**src/rtl/core/pbd_pkg.sv**
```systemverilog
`timescale 1ns / 1ps

package pbd_pkg;

  // field widths
  localparam int unsigned TIME_W     = 32;
  localparam int unsigned SPAN_W     = 22;
  localparam int unsigned DIFF_W     = 31;
  localparam int unsigned CFG_IDX_W  = 3;
  localparam int unsigned CFG_DATA_W = 12;
  localparam int unsigned WINDOW_W   = 5;
  localparam int unsigned COUNT_W    = 4;
  localparam int unsigned IGNORE_W   = 11;
  localparam int unsigned GAP_W      = 12;

  // thresholds kept in milliseconds
  localparam int unsigned MS_PER_SEC   = 1000;
  localparam int unsigned NO_LATER_SEC = 2;
  localparam int unsigned WIN_LIM_W    = 15;
  localparam int unsigned GAP_LIM_W    = 22;

  // register reset values
  localparam logic [COUNT_W-1:0]   COUNT_RST   = COUNT_W'(3);
  localparam logic [IGNORE_W-1:0]  IGNORE_RST  = IGNORE_W'(300);
  localparam logic [WIN_LIM_W-1:0] WIN_LIM_RST = WIN_LIM_W'((5 + 1) * MS_PER_SEC);
  localparam logic [GAP_LIM_W-1:0] GAP_LIM_RST = GAP_LIM_W'(2 * MS_PER_SEC);
  localparam logic [GAP_LIM_W-1:0] NO_LATER_LIM = GAP_LIM_W'(NO_LATER_SEC * MS_PER_SEC);

  // divide by 1000 as (x >> 3) / 125 through a reciprocal multiply
  localparam int unsigned DIV_PRE_SHIFT = 3;
  localparam int unsigned QUOT_IN_W     = DIFF_W - DIV_PRE_SHIFT;
  localparam int unsigned RECIP_W       = 29;
  localparam int unsigned RECIP_SHIFT   = 35;
  localparam int unsigned PROD_W        = QUOT_IN_W + RECIP_W;
  localparam logic [RECIP_W-1:0] RECIP_125 = RECIP_W'(274877907);

  // depth of the queue between front and back
  localparam int unsigned MID_DEPTH = 4;

  typedef enum logic [2:0] {
    ST_DISABLED      = 3'd0,
    ST_RESYNC        = 3'd1,
    ST_TOO_FAST      = 3'd2,
    ST_NOT_ENOUGH    = 3'd3,
    ST_WINDOW_MISSED = 3'd4,
    ST_RATE_LIMITED  = 3'd5,
    ST_REPORTED      = 3'd6,
    ST_SPAN_ERROR    = 3'd7
  } status_e;

  typedef enum logic [CFG_IDX_W-1:0] {
    CFG_DETECT_ENABLE  = 3'd0,
    CFG_WINDOW_SECONDS = 3'd1,
    CFG_PRESS_COUNT    = 3'd2,
    CFG_IGNORE_MS      = 3'd3,
    CFG_REPORT_GAP     = 3'd4
  } cfg_idx_e;

  // classified press handed from front to back
  typedef struct packed {
    status_e             status;
    logic [DIFF_W-1:0]   diff;
  } press_word_t;

endpackage

```
**src/rtl/core/pbd_back.sv**
```systemverilog
`timescale 1ns / 1ps

module pbd_back (
  input  logic                           clk_i,
  input  logic                           rst_ni,
  input  logic                           q_empty_i,
  input  pbd_pkg::press_word_t           q_word_i,
  output logic                           q_pop_o,
  input  logic                           pop_i,
  output logic                           empty_o,
  output logic [2:0]                     status_o,
  output logic                           report_fired_o,
  output logic [pbd_pkg::SPAN_W-1:0]     span_seconds_o
);
  import pbd_pkg::*;

  logic                 s1_vld_q;
  status_e              s1_status_q;
  logic [PROD_W-1:0]    s1_prod_q;
  logic                 out_vld_q;
  status_e              out_status_q;
  logic [SPAN_W-1:0]    out_span_q;

  logic                 out_ready;
  logic                 s1_ready;
  logic                 s1_has_span;

  // flow control through the two stages
  assign out_ready = !out_vld_q || pop_i;
  assign s1_ready  = !s1_vld_q || out_ready;
  assign q_pop_o   = !q_empty_i && s1_ready;

  assign s1_has_span = (s1_status_q == ST_WINDOW_MISSED)
                    || (s1_status_q == ST_RATE_LIMITED)
                    || (s1_status_q == ST_REPORTED);

  always_ff @(posedge clk_i or negedge rst_ni) begin
    if (!rst_ni) begin
      s1_vld_q  <= 1'b0;
      out_vld_q <= 1'b0;
    end else begin
      if (s1_ready) begin
        s1_vld_q <= q_pop_o;
      end
      if (out_ready) begin
        out_vld_q <= s1_vld_q;
      end
    end
  end

  // stage one: reciprocal multiply of the span in ms
  always_ff @(posedge clk_i) begin
    if (q_pop_o) begin
      s1_status_q <= q_word_i.status;
      s1_prod_q   <= PROD_W'(q_word_i.diff[DIFF_W-1:DIV_PRE_SHIFT]) * PROD_W'(RECIP_125);
    end
  end

  // stage two: whole seconds into the output register, zero for words that carry no span
  always_ff @(posedge clk_i) begin
    if (s1_vld_q && out_ready) begin
      out_status_q <= s1_status_q;
      out_span_q   <= s1_has_span ? s1_prod_q[RECIP_SHIFT +: SPAN_W] : '0;
    end
  end

  assign empty_o        = !out_vld_q;
  assign status_o       = out_status_q;
  assign report_fired_o = (out_status_q == ST_REPORTED);
  assign span_seconds_o = out_span_q;

  // the multiply stage never drops a word while the output waits
  a_stage_hold: assert property (@(posedge clk_i) disable iff (!rst_ni)
    (s1_vld_q && out_vld_q && !pop_i) |=> s1_vld_q)
    else $error("stage one word lost");

endmodule

```
**config.mk**
```make
export PLATFORM = sky130hd
export DESIGN_NAME = pbd_back
export DESIGN_NICKNAME = d
export VERILOG_FILES = /design/src/rtl/core/pbd_pkg.sv /design/src/rtl/core/pbd_back.sv
export SDC_FILE = /design/constraint.sdc
export NUM_CORES = 1
export LEC_CHECK = 0
export ABC_AREA = 1
export ABC_CLOCK_PERIOD_IN_PS = 2400
export BUFFER_PORTS_ARGS = -buffer_cell sky130_fd_sc_hd__buf_2
export CORE_UTILIZATION = 54
export CTS_BUF_LIST = sky130_fd_sc_hd__clkbuf_8
export CTS_CLUSTER_SIZE = 20
export DETAILED_ROUTE_END_ITERATION = 6
export PLACE_DENSITY = 0.71
export SKIP_LAST_GASP = 1
export SLEW_MARGIN = 40
export SYNTH_ARGS = -nofsm -noshare
export SYNTH_HDL_FRONTEND = slang
export SYNTH_SLANG_ARGS = --single-unit
```
**constraint.sdc**
```tcl
create_clock -name clk_i -period 2.4 [get_ports clk_i]
set_input_delay 0.12 -clock clk_i [delete_from_list [all_inputs] [get_ports clk_i]]
set_output_delay 0.12 -clock clk_i [all_outputs]
set_load 0.01 [all_outputs]
```
; Word-level counts from Yosys, hierarchy flattened
; Cells that the tools add are included.
; Widths: inputs -> output; s select.
[classes]
n_mul = 1
reduce_logical = 9
eq_ne = 4
[ops]
columns = operator, count
row1 = $mul 28x29->57 const B, 1
row2 = $eq 3x3->1 const B, 4
row3 = $logic_or 1x1->1, 4
row4 = $logic_not 1->1, 3
row5 = $logic_and 1x1->1, 2
[totals]
regBits = 87
out_inout_bits = 28

; Longest topological paths before layout
; Gate-level depths: netlist (run 1).
[logic_depth]
word_depth = 4
ltp_mapped = 29
ltp_nobuf = 28

; Worst setup path before layout (run 1)
; OpenSTA, ideal clock, no wires.
[synth_timing]
path_kind = input-to-reg
from = input port q_word_i[19] (netlist name)
to = register s1_prod_q[55] (data pin)
setup_time_ns = 0.252
arrival_time_ns = 4.831
slack_ns = -2.683
required_ns = 2.148
cell_stages = 21
cell_sequence = fa_1 -> inv_1 -> fa_1 -> fa_1 -> inv_1 -> fa_1 -> fa_1 -> fa_1 -> inv_1 -> fa_1 -> inv_1 -> ha_1 -> nand2_1 -> nor2_1 -> nand2_1 -> nor3_2 -> inv_1 -> nor3_2 -> nand2_1 -> nand3_1 -> nand2_1
[synth_via]
elab_chain_cells = 1
[synth_rtl]
columns = item, line_no
row1 = start: declaration, pbd_back.sv:7  ; input pbd_pkg::press_word_t q_word_i,
row2 = $mul 28x29->57, pbd_back.sv:55  ; s1_prod_q <= PROD_W'(q_word_i.diff[DIFF_W-1:DIV_PRE_SHIFT]) * PROD_W'(RECIP_125);
row3 = end signal: assignment, pbd_back.sv:55
row4 = end: declaration, pbd_back.sv:19  ; logic [PROD_W-1:0] s1_prod_q;
; Every way passes these cells.
; A chain may end at the register's enable or synchronous reset.

; Worst setup path in the final report (run 1)
[layout_timing]
from = input port q_word_i[19] (netlist name)
to = register s1_prod_q[41] (data pin)
; Same word-level chain as after synthesis.

==> metrics.csv, run 1 <==
stage,metric,value,unit
outcome,status,finished with violations,
outcome,violated checks,negative setup slack,
sta,time the worst path needs with I/O delays and setup,5.10,ns
clock_network,worst skew pair latency,0.31,ns
sta,Fin. Hold Viols,0,
logic_synthesis,Synth Instances,1942,
cells_and_area,share of post-route cells with drive strength above 1,28.0,%
critical_path,worst reg2reg path endpoint,span_seconds_o[9],
cells_and_area,fill count,2279,
die,I/O Pins,66,
grt,global-route wire length before repair,74.8,mm
grt,number of antenna violations at the first check in global routing,0,
logic_synthesis,biggest area contributors in the synthesized netlist,"fa_1 31%, ha_1 25%, inv_1 16%",
routing,first drt pass iteration count,5,
grt,GR Util All Layers,32.8,%
clock_network,CTS H-tree depth,2,
logic_synthesis,mean instance size in the synthesized netlist,8.11,sq um
placed_design,Placer Congestion,0.998,
sta,post-route setup slack,-2.70,ns
routing,vias after detailed routing,13300,
clock_network,Num CTS Buffers,5,
critical_path,maximum cell stage delay along the critical path,0.58,ns
clock_network,clock buffer depth,2,
critical_path,crit end category,flop,
logic_synthesis,Yosys Warn Count,0,
critical_path,category of the most critical setup path,input port to flop,
clock_network,number of clock sinks,52,
clock_network,CTS tree,done,
die,Die Outline Area,0.0299,sq mm
grt,via count of the first global-routing pass,14300,
sta,ratio of final minimum period to clock period,212,%
sta,highest clock rate,196,MHz
sta,RSZ-0062 raised after global routing,yes,
sta,final setup fails,22,
cells_and_area,n_diodes,0,
routing,DRC viols,0,
routing,detailed-route wire length per cell,17.7,microns
die,Die Y-Extent,173,microns
logic_synthesis,library cell occupying the most area in the post-synthesis netlist,fa_1,
critical_path,worst r2r path cells,3,
grt,pin count of the biggest net entering global routing,27,
logic_synthesis,number of storage elements in the synthesis netlist,52,
critical_path,setup slack on the worst flop-to-flop path,1.03,ns
critical_path,Worst Path Max Fanout,3,
routing,"wirelength, routed",47.1,mm
clock_network,CTS Root Buffer Type,clkbuf_8,
routing,Post-DRT Antenna Nets,0,
routing,drt first-iter violations,791,
critical_path,"Slowest-stage cell, CP",fa_2,
critical_path,cell repeated most along the worst path,inv_2,
placed_design,Detail Placement HPWL,42.3,mm
critical_path,signal arrival time at the worst endpoint,5.15,ns
die,Cell Rows,62,
cells_and_area,synthesis-to-layout area growth,28.4,%
critical_path,required time worst endpoint,2.45,ns
clock_network,clock edge transition at the registers on the reported setup and hold paths,0.10,ns
logic_synthesis,post-synthesis instance area,0.0157,sq mm
flow_run,Max Cap Violations,0,
critical_path,CP startpoint kind,input port,
logic_synthesis,post-synth top area share,31.4,%
sta,Clock Skew,0.00715,ns
die,horizontal die dimension,173,microns
critical_path,sequence of cells on the critical path,"buf_12, fa_1, inv_2, fa_2, fa_2, inv_2, fa_1, fa_2, fa_1, inv_2, fa_1, inv_2, ha_4, nand2_2, nand2_2, inv_2, buf_6, o21bai_1, nand2_1, nand2_2, a21oi_1, nand3_1, nand2_1, nand2_1",
die,starting density of the core,54.9,%
cells_and_area,net count of the finished layout,2877,
sta,remaining max-slew budget at the tightest pin,49.0,%
logic_synthesis,proportion of synthesized chip area in sequential cells,9.85,%
hold_path,path class of the lowest-slack min-delay path,input port to asynchronous set/reset pin,
logic_synthesis,syn nets,2536,
sta,hold_ws,0.115,ns
placed_design,Port-buffer cells,62,
sta,actual slew at the worst max-slew pin,0.763,ns
sta,number of pins exceeding their max-slew limit in the final report,0,
routing,per-cell via count in the routed design,4.98,
critical_path,Worst R2R Start,s1_status_q[1],
logic_synthesis,number of unique standard cell types used by synthesis,29,
grt,total grt overflow,0,
die,core region area,0.0287,sq mm
## area by class of cell
cell class / instances / area [sq um] / area share (%)
clock buffer: 5 / 68.8 / 0.340
clock inverter: 3 / 27.5 / 0.136
inverter: 658 / 2480 / 12.3
multi-input combinational: 1229 / 13100 / 64.7
sequential: 52 / 1550 / 7.67
tap: 384 / 480 / 2.38
timing repair buffer: 337 / 2530 / 12.5
## layout by cell type (no fill, tap or decap), drive strengths merged, types with 2 or more instances in the layout
| cell | synthesis | layout |
|---|---|---|
| nor4 | 2 | 2 |
| a21oi | 57 | 57 |
| and2 | 2 | 2 |
| edfxtp | 50 | 50 |
| ha | 309 | 309 |
| a21o | 4 | 4 |
| o21ai | 18 | 18 |
| nand2 | 376 | 376 |
| dlygate4sd3 | 0 | 6 |
| dfrtp | 2 | 2 |
| or2 | 6 | 6 |
| clkbuf | 3 | 7 |
| nand3 | 46 | 46 |
| fa | 247 | 247 |
| xnor2 | 3 | 3 |
| o21bai | 13 | 13 |
| nor3 | 12 | 12 |
| inv | 658 | 659 |
| nor2 | 114 | 114 |
| nand4 | 16 | 16 |
| buf | 0 | 329 |
## synth_stat cells (all sizes together)
cell type / instances
a21o: 4
a21oi: 57
a31oi: 1
and2: 2
and3: 1
clkbuf: 3
dfrtp: 2
edfxtp: 50
fa: 247
ha: 309
inv: 658
nand2: 376
nand3: 46
nand4: 16
nor2: 114
nor3: 12
nor4: 2
o211ai: 1
o21ai: 18
o21bai: 13
or2: 6
xnor2: 3
xor2: 1
## metal layers
metal / share of wire [%] / routed length [microns] / up-vias / GRT usage (%)
met5: 0 / 0 / - / 0
met4: 3.6 / 1720 / 0 / 10.0
met3: 5.7 / 2700 / 85 / 4.22
met2: 48 / 22700 / 384 / 57.3
met1: 43 / 20100 / 6386 / 42.5
li1: - / - / 6420 / -
## per-stage QoR
stage	utilization [%]	setup WS, ns	instances	setup TNS [ns]	area, sq um
3_3_place_gp	65.4	-3.19	2634	-67.08	18800
4_1_cts	68.8	-2.69	2659	-57.07	19800
6_report	70.5	-2.70	2668	-57.44	20200
3_5_place_dp	65.4	-3.24	2634	-68.40	18800
2_1_floorplan	-	-2.50	1942	-53.45	16100
5_1_grt	70.5	-2.84	2668	-60.61	20200
## how the worst max path moves through the flow
stage | start | to | slack [ns] | depth (start not counted)
floorplan | q_word_i[19] | s1_prod_q[55] | -2.50 | 21
global placement | q_word_i[20] | s1_prod_q[42] | -3.19 | 21
detailed placement | q_word_i[20] | s1_prod_q[42] | -3.24 | 21
CTS | q_word_i[19] | s1_prod_q[55] | -2.69 | 22
global route | q_word_i[19] | s1_prod_q[55] | -2.84 | 22
finish | q_word_i[19] | s1_prod_q[41] | -2.70 | 24
## critical path, delay by kind of cell
family / cells / cell delay (ns)
adders and majority gates: 8 / 3.73
AOI/OAI and AO/OA: 2 / 0.29
and+or+nand+nor: 7 / 0.53
buffers and inverters: 7 / 0.46
## sequential cells by signal, indices dropped and copies added (netlist names)
signal and count:
span_seconds_o 22, status_o 3, s1_vld_q 1, s1_status_q 3, out_vld_q 1, s1_prod_q 22
## timing repair
item / in CTS / in global routing
endpoints found under the setup margin: 22 / 22
hold buffers: 6 / 0
resized for setup: 189 / 123
gates cloned: 0 / 0
pin swaps: 88 / 94
endpoints found under the hold margin: 7 / 0
buffers inserted: 12 / 9
## cell families (layout without fill, tap and decap cells)
kind of cell | count (synthesis) | count (layout) | synth area share, %
simple gates | 575 | 575 | 14.9
buf+inv | 661 | 1003 | 15.8
xor+xnor | 4 | 4 | 0.222
fa+ha+maj | 556 | 556 | 55.9
compound gates | 94 | 94 | 3.28
flops | 52 | 52 | 9.85
Power of run 1 is not shown: default switching activity piles up to over one toggle a cycle in this logic, so the estimate is an artifact.
==> run 2: changes to the inputs <==
--- a/config.mk
+++ b/config.mk
@@ -8,6 +8,7 @@
 export ABC_AREA = 1
 export ABC_CLOCK_PERIOD_IN_PS = 2400
 export BUFFER_PORTS_ARGS = -buffer_cell sky130_fd_sc_hd__buf_2
+export CORE_ASPECT_RATIO = 1.1
 export CORE_UTILIZATION = 54
 export CTS_BUF_LIST = sky130_fd_sc_hd__clkbuf_8
 export CTS_CLUSTER_SIZE = 20
==> run 2 against run 1 <==
Net effect: global-route usage grew 0.46 points; largest cell class unchanged; wire length decreased by 1.4%; sequential share of layout area grew 0.13 points; clock skew is 0.0037 ns higher; the run still ends with negative setup slack left.
==> metrics.csv, run 2 (synthesis results as in run 1) <==
stage,metric,value,unit,change
sta,setup TNS,-55.53,ns,was -57.44 ns
critical_path,signal arrival time at the worst endpoint,5.06,ns,was 5.15 ns
grt,via count of the first global-routing pass,14200,,was 14300
critical_path,cell repeated most along the worst path,fa_1,,was inv_2
cells_and_area,"commonest non-fill, non-tap cell in the layout",inv_1,,unchanged
placed_design,Placer Congestion,0.998,,about the same
sta,number of pins exceeding their max-slew limit in the final report,0,,unchanged
sta,Clock Skew,0.0108,ns,was 0.00715 ns
routing,drt first-iter violations,693,,was 791
die,horizontal die dimension,165,microns,was 173 microns
routing,vias after detailed routing,13000,,was 13300
placed_design,Port-buffer cells,62,,unchanged
critical_path,maximum cell stage delay along the critical path,0.51,ns,was 0.58 ns
outcome,violated checks,negative setup slack,,unchanged
routing,per-cell via count in the routed design,4.93,,was 4.98
clock_network,CTS tree,done,,unchanged
clock_network,clock buffer depth,2,,unchanged
clock_network,Num CTS Buffers,5,,unchanged
critical_path,sequence of cells on the critical path,"buf_8, fa_1, xor2_1, ha_1, a21oi_2, fa_1, fa_1, inv_1, fa_1, fa_1, inv_1, fa_1, inv_2, ha_4, nand2_4, inv_2, buf_4, a21oi_4, and2_4, nand2_2, a21oi_2, nand2_1, nand2_1, nand2_1",,"was buf_12, fa_1, inv_2, fa_2, fa_2, inv_2, fa_1, fa_2, fa_1, inv_2, fa_1, inv_2, ha_4, nand2_2, nand2_2, inv_2, buf_6, o21bai_1, nand2_1, nand2_2, a21oi_1, nand3_1, nand2_1, nand2_1"
grt,pin count of the biggest net entering global routing,26,,was 27
die,Die Y-Extent,181,microns,was 173 microns
clock_network,clock edge transition at the registers on the reported setup and hold paths,0.11,ns,was 0.10 ns
placed_design,worst setup timing slack at the placement stage,-3.34,ns,was -3.24 ns
die,Cell Rows,65,,was 62
cells_and_area,highest-count cells in the layout ignoring fill and taps,"627 x inv_1, 313 x nand2_1, 272 x ha_1",,"was 616 x inv_1, 291 x nand2_1, 269 x ha_1"
critical_path,CP startpoint kind,input port,,unchanged
clock_network,number of clock sinks,52,,unchanged
sta,highest clock rate,201,MHz,was 196 MHz
cells_and_area,fill count,2399,,was 2279
clock_network,CTS Root Buffer Type,clkbuf_8,,unchanged
sta,ratio of final minimum period to clock period,208,%,was 212%
grt,GR Util All Layers,33.3,%,was 32.8%
sta,remaining max-slew budget at the tightest pin,49.4,%,was 49.0%
sta,RSZ-0062 raised after global routing,yes,,unchanged
cells_and_area,Post-Route Utilization,69.2,%,was 70.5%
cells_and_area,share of post-route cells with drive strength above 1,24.9,%,was 28.0%
cells_and_area,synthesis-to-layout area growth,26.2,%,was 28.4%
clock_network,CTS H-tree depth,2,,unchanged
routing,Post-DRT Antenna Nets,0,,unchanged
cells_and_area,n_diodes,0,,unchanged
placed_design,Detail Placement HPWL,41.9,mm,was 42.3 mm
critical_path,required time worst endpoint,2.48,ns,was 2.45 ns
sta,time the worst path needs with I/O delays and setup,4.98,ns,was 5.10 ns
routing,detailed-route wire length per cell,17.7,microns,about the same
outcome,status,finished with violations,,unchanged
cells_and_area,net count of the finished layout,2858,,was 2877
grt,total grt overflow,0,,unchanged
critical_path,Worst Path Max Fanout,3,,unchanged
sta,final setup fails,22,,unchanged
die,starting density of the core,54.9,%,about the same
routing,first drt pass iteration count,5,,unchanged
grt,number of antenna violations at the first check in global routing,0,,unchanged
routing,DRC viols,0,,unchanged
sta,actual slew at the worst max-slew pin,0.758,ns,was 0.763 ns
flow_run,Max Cap Violations,0,,unchanged
die,Die Outline Area,0.0299,sq mm,about the same
grt,global-route wire length before repair,73.8,mm,was 74.8 mm
critical_path,crit end category,flop,,unchanged
critical_path,category of the most critical setup path,input port to flop,,unchanged
sta,post-route setup slack,-2.58,ns,was -2.70 ns
die,core region area,0.0287,sq mm,about the same
sta,Fin. Hold Viols,0,,unchanged
die,I/O Pins,66,,unchanged
routing,"wirelength, routed",46.5,mm,was 47.1 mm
critical_path,"Slowest-stage cell, CP",fa_1,,was fa_2
hold_path,path class of the lowest-slack min-delay path,input port to flop,,was input port to asynchronous set/reset pin
clock_network,worst skew pair latency,0.32,ns,was 0.31 ns
==> run 2: cell types whose count changed in the layout (fill, tap and decap cells not counted), sizes merged <==
cell         previous run  this run
buf                   329       313
dlygate4sd3             6         5
clkbuf                  7         5
==> run 2: repair_timing <==
action	4_1_cts	5_1_grt
hold buffers	5	0
endpoints found under the hold margin	6	0
setup endpoints to repair	22	22
cloned	0	0
setup buffers	12	2
pin swaps	75	28
resized for setup	190	41
==> run 2: per-stage QoR <==
stage | hold WS, ns | cell area, sq um | instances
6_report | 0.0715 | 19900 | 2633
5_1_grt | 0.0529 | 19900 | 2633
4_1_cts | 0.0287 | 19700 | 2631
3_5_place_dp | -0.0941 | 18700 | 2606
3_3_place_gp | -0.0944 | 18700 | 2606
2_1_floorplan | -0.176 | 16100 | 1942
==> run 2: metal layers <==
layer  vias up  wire length, microns  GRT usage (%)
met4         0                  1510           9.80
met1      6252                 19700           42.0
met3        78                  2050           3.65
met5         -                     0              0
li1       6382                     -              -
met2       274                 23200           59.3
==> run 2: final timing paths <==
path	from	end	slack, ns	depth (start not counted)
worst min register to register	s1_status_q[2]	status_o[2]	0.46	0
worst min-delay path	pop_i	out_vld_q	0.07	2
max in group asynchronous	rst_ni	out_vld_q	2.16	2
worst max register to register	out_vld_q	s1_prod_q[42]	0.96	4
min in group asynchronous	rst_ni	s1_vld_q	0.15	2
worst max-delay path	q_word_i[30]	s1_prod_q[52]	-2.58	24
==> run 2: cell type report <==
type	instances	area, sq um	share of cell area, %
clock inverters	3	27.5	0.138
multi-input cells	1229	12900	65.1
inverters	658	2470	12.4
clock buffers	5	68.8	0.346
flip-flops and latches	52	1550	7.81
well taps	368	460	2.32
repair buffers	318	2370	11.9
==> run 2: critical path: cells and delay by family <==
family | cells | cell delay [ns]
AOI/OAI and AO/OA | 3 | 0.45
xor gates and xnor gates | 1 | 0.20
adders and majority gates | 8 | 3.37
buffers and inverters | 6 | 0.43
and+or+nand+nor | 6 | 0.48
Power of run 2 is left out for the same reason.
==> run 3: changes to the inputs <==
--- a/config.mk
+++ b/config.mk
@@ -5,7 +5,6 @@
 export SDC_FILE = /design/constraint.sdc
 export NUM_CORES = 1
 export LEC_CHECK = 0
-export ABC_AREA = 1
 export ABC_CLOCK_PERIOD_IN_PS = 2400
 export BUFFER_PORTS_ARGS = -buffer_cell sky130_fd_sc_hd__buf_2
 export CORE_ASPECT_RATIO = 1.1
@@ -13,7 +12,7 @@
 export CTS_BUF_LIST = sky130_fd_sc_hd__clkbuf_8
 export CTS_CLUSTER_SIZE = 20
 export DETAILED_ROUTE_END_ITERATION = 6
-export PLACE_DENSITY = 0.71
+export PLACE_DENSITY = 0.72
 export SKIP_LAST_GASP = 1
 export SLEW_MARGIN = 40
 export SYNTH_ARGS = -nofsm -noshare
==> run 3 against run 2 <==
Net effect: the flow still finishes with violations (negative setup slack); die area shrank 13%; clock-buffer cell count is the same; via count shrank 23%; register-to-register slack gained 0.06 ns; non-clock buffer count grew 7; critical path type unchanged; core utilization grew 1.5 points; synthesized area shrank 13%; cell area shrank 12%; first-iteration DRC count shrank 48%; global-route usage shrank 4.7 points; wire length shrank 23%.
==> metrics.csv, run 3 <==
stage,metric,value,unit,change
sta,actual slew at the worst max-slew pin,0.698,ns,was 0.758 ns
cells_and_area,highest-count cells in the layout ignoring fill and taps,"419 x inv_1, 270 x ha_1, 256 x buf_4",,"was 627 x inv_1, 313 x nand2_1, 272 x ha_1"
die,horizontal die dimension,154,microns,was 165 microns
clock_network,CTS H-tree depth,2,,unchanged
flow_run,Max Cap Violations,0,,unchanged
critical_path,CP startpoint kind,input port,,unchanged
critical_path,sequence of cells on the critical path,"buf_12, fa_1, inv_2, fa_2, fa_2, inv_2, fa_1, fa_1, fa_1, inv_2, fa_1, inv_2, ha_4, a211oi_2, o21ai_2, a211oi_2, nor2_2, o31ai_4, nor2_4, buf_4, buf_6, a21oi_4, o21bai_1, xor2_1",,"was buf_8, fa_1, xor2_1, ha_1, a21oi_2, fa_1, fa_1, inv_1, fa_1, fa_1, inv_1, fa_1, inv_2, ha_4, nand2_4, inv_2, buf_4, a21oi_4, and2_4, nand2_2, a21oi_2, nand2_1, nand2_1, nand2_1"
die,I/O Pins,66,,unchanged
logic_synthesis,number of storage elements in the synthesis netlist,52,,unchanged
critical_path,maximum cell stage delay along the critical path,0.55,ns,was 0.51 ns
sta,number of pins exceeding their max-slew limit in the final report,0,,unchanged
logic_synthesis,Synth Instances,1318,,was 1942
clock_network,Num CTS Buffers,5,,unchanged
die,core region area,0.0246,sq mm,was 0.0287 sq mm
critical_path,signal arrival time at the worst endpoint,5.77,ns,was 5.06 ns
outcome,status,finished with violations,,unchanged
sta,RSZ-0062 raised after global routing,yes,,unchanged
cells_and_area,synthesis-to-layout area growth,27.6,%,was 26.2%
cells_and_area,share of post-route cells with drive strength above 1,28.7,%,was 24.9%
routing,per-cell via count in the routed design,5.11,,was 4.93
grt,pin count of the biggest net entering global routing,26,,unchanged
grt,total grt overflow,0,,unchanged
cells_and_area,fill count,1813,,was 2399
routing,Post-DRT Antenna Nets,0,,unchanged
routing,DRC viols,0,,unchanged
cells_and_area,Storage cell area,0.00155,sq mm,unchanged
sta,post-route setup slack,-3.30,ns,was -2.58 ns
clock_network,clock buffer depth,2,,unchanged
critical_path,category of the most critical setup path,input port to flop,,unchanged
clock_network,CTS Root Buffer Type,clkbuf_8,,unchanged
placed_design,Post-Place Cell Area,0.0164,sq mm,was 0.0187 sq mm
cells_and_area,net count of the finished layout,2238,,was 2858
logic_synthesis,most used flip-flop cell after synthesis,edfxtp_1,,unchanged
routing,detailed-route wire length per cell,18.3,microns,was 17.7 microns
sta,Fin. Hold Viols,0,,unchanged
cells_and_area,"commonest non-fill, non-tap cell in the layout",inv_1,,unchanged
clock_network,CTS tree,done,,unchanged
logic_synthesis,library cell occupying the most area in the post-synthesis netlist,fa_1,,unchanged
grt,GR Util All Layers,28.6,%,was 33.3%
routing,"wirelength, routed",35.9,mm,was 46.5 mm
logic_synthesis,number of unique standard cell types used by synthesis,48,,was 29
logic_synthesis,mean instance size in the synthesized netlist,10.4,sq um,was 8.11 sq um
routing,Detail Route met3 WL,1.29,mm,was 2.05 mm
logic_synthesis,most used standard cells in the synthesized netlist,"442 x inv_1, 309 x ha_1, 247 x fa_1",,"was 655 x inv_1, 373 x nand2_1, 309 x ha_1"
critical_path,Critical path buffers and inverters,7,,was 6
sta,Clock Skew,0.00844,ns,was 0.0108 ns
critical_path,Worst Path Max Fanout,4,,was 3
sta,ratio of final minimum period to clock period,238,%,was 208%
routing,topmost layer with routed signal wires,met5,,was met4
die,Die Outline Area,0.0259,sq mm,was 0.0299 sq mm
critical_path,"Slowest-stage cell, CP",fa_1,,unchanged
cells_and_area,n_diodes,0,,unchanged
logic_synthesis,proportion of synthesized chip area in sequential cells,11.4,%,was 9.85%
logic_synthesis,post-synth top area share,36.2,%,was 31.4%
critical_path,crit end category,flop,,unchanged
hold_path,path class of the lowest-slack min-delay path,input port to flop,,unchanged
sta,final setup fails,22,,unchanged
logic_synthesis,Yosys Warn Count,0,,unchanged
logic_synthesis,biggest area contributors in the synthesized netlist,"fa_1 36%, ha_1 28%, inv_1 12%",,"was fa_1 31%, ha_1 25%, inv_1 16%"
cells_and_area,post-route cell area,0.0174,sq mm,was 0.0199 sq mm
outcome,violated checks,negative setup slack,,unchanged
clock_network,clock edge transition at the registers on the reported setup and hold paths,0.10,ns,was 0.11 ns
cells_and_area,multi-input combinational cell area,0.0112,sq mm,was 0.0129 sq mm
clock_network,worst skew pair latency,0.31,ns,was 0.32 ns
logic_synthesis,"count leader, synth",inv_1,,unchanged
die,Die Y-Extent,169,microns,was 181 microns
die,Cell Rows,60,,was 65
sta,time the worst path needs with I/O delays and setup,5.70,ns,was 4.98 ns
logic_synthesis,post-synthesis instance area,0.0136,sq mm,was 0.0157 sq mm
placed_design,Placer Congestion,0.993,,was 0.998
sta,remaining max-slew budget at the tightest pin,53.2,%,was 49.4%
grt,via count of the first global-routing pass,11200,,was 14200
routing,vias after detailed routing,9983,,was 13000
grt,global-route wire length before repair,56.3,mm,was 73.8 mm
logic_synthesis,number of enable flip-flop cells after synthesis,50,,unchanged
sta,highest clock rate,175,MHz,was 201 MHz
logic_synthesis,share of flip-flops with an asynchronous set or reset after synthesis,3.85,%,unchanged
routing,met1 WL,14.1,mm,was 19.7 mm
critical_path,"Largest delay share family, worst path",adder cells,,unchanged
placed_design,Port-buffer cells,62,,unchanged
clock_network,number of clock sinks,52,,unchanged
critical_path,required time worst endpoint,2.47,ns,was 2.48 ns
grt,number of antenna violations at the first check in global routing,1,,was 0
routing,first drt pass iteration count,4,,was 5
placed_design,Detail Placement HPWL,32.3,mm,was 41.9 mm
die,starting density of the core,55.4,%,was 54.9%
logic_synthesis,syn nets,1912,,was 2536
routing,drt first-iter violations,357,,was 693
critical_path,cell repeated most along the worst path,fa_1,,unchanged
routing,DR WL met2,18.9,mm,was 23.2 mm
==> run 3: cell type report <==
cell class	instances	share of cell area [%]
clock buffer	5	0.395
clock inverter	3	0.244
inverter	442	9.57
multi-input combinational	818	64.4
sequential	52	8.91
tap	310	2.23
timing repair buffer	325	14.2
==> run 3: path summary, 6_finish.rpt <==
kind                                 from  slack (ns)  cells past startpoint           endpoint
hold reg to reg            s1_status_q[2]        0.45                      0        status_o[2]
max in group asynchronous          rst_ni        2.17                      2          out_vld_q
setup / recovery             q_word_i[19]       -3.30                     24      s1_prod_q[42]
setup reg to reg           s1_status_q[1]        1.02                      2  span_seconds_o[6]
min in group asynchronous          rst_ni        0.13                      2           s1_vld_q
hold / removal                      pop_i        0.09                      4           s1_vld_q
==> run 3: timing repair <==
item,in CTS,in global routing
resized for setup,113,71
endpoints found under the hold margin,6,0
buffers inserted,13,7
endpoints found under the setup margin,22,22
pin swaps,44,44
hold buffers,5,0
cloned,0,0
==> run 3: kinds of logic (layout without fill, tap and decap cells) <==
family | count (synthesis) | after routing | synth area share (%)
AND/OR/NAND/NOR | 127 | 127 | 4.85
AO/OA/AOI/OAI | 111 | 111 | 5.33
flip-flops | 52 | 52 | 11.4
buffers and inverters | 448 | 775 | 12.3
adder cells (fa/ha/maj) | 556 | 556 | 64.6
XOR/XNOR | 24 | 24 | 1.54
==> run 3: stage by stage <==
step                std cells  util [%]  setup TNS [ns]  worst slack (ns)  hold slack [ns]
floorplan                1318         -          -63.90             -3.16           -0.176
global placement         1927      66.4          -77.70             -3.71          -0.0935
detailed placement       1927      66.4          -78.88             -3.81          -0.0871
CTS                      1953      69.5          -67.91             -3.29           0.0879
global route             1955      70.7          -72.04             -3.50            0.111
finish                   1955      70.7          -68.25             -3.30           0.0895
==> run 3: metal layers <==
layer / GRT usage (%) / vias up
met5: 0 / -
met1: 32.7 / 4942
met2: 54.7 / 230
li1: - / 4727
met3: 2.87 / 82
met4: 11.3 / 2
==> run 3: worst reg2reg max path, delay by kind of cell (launching register included) <==
| family | cells | cell delay [ns] |
|---|---|---|
| AO/OA/AOI/OAI | 1 | 0.59 |
| flip-flops | 1 | 0.41 |
| AND/OR/NAND/NOR | 1 | 0.25 |
Power of run 3 is left out for the same reason.
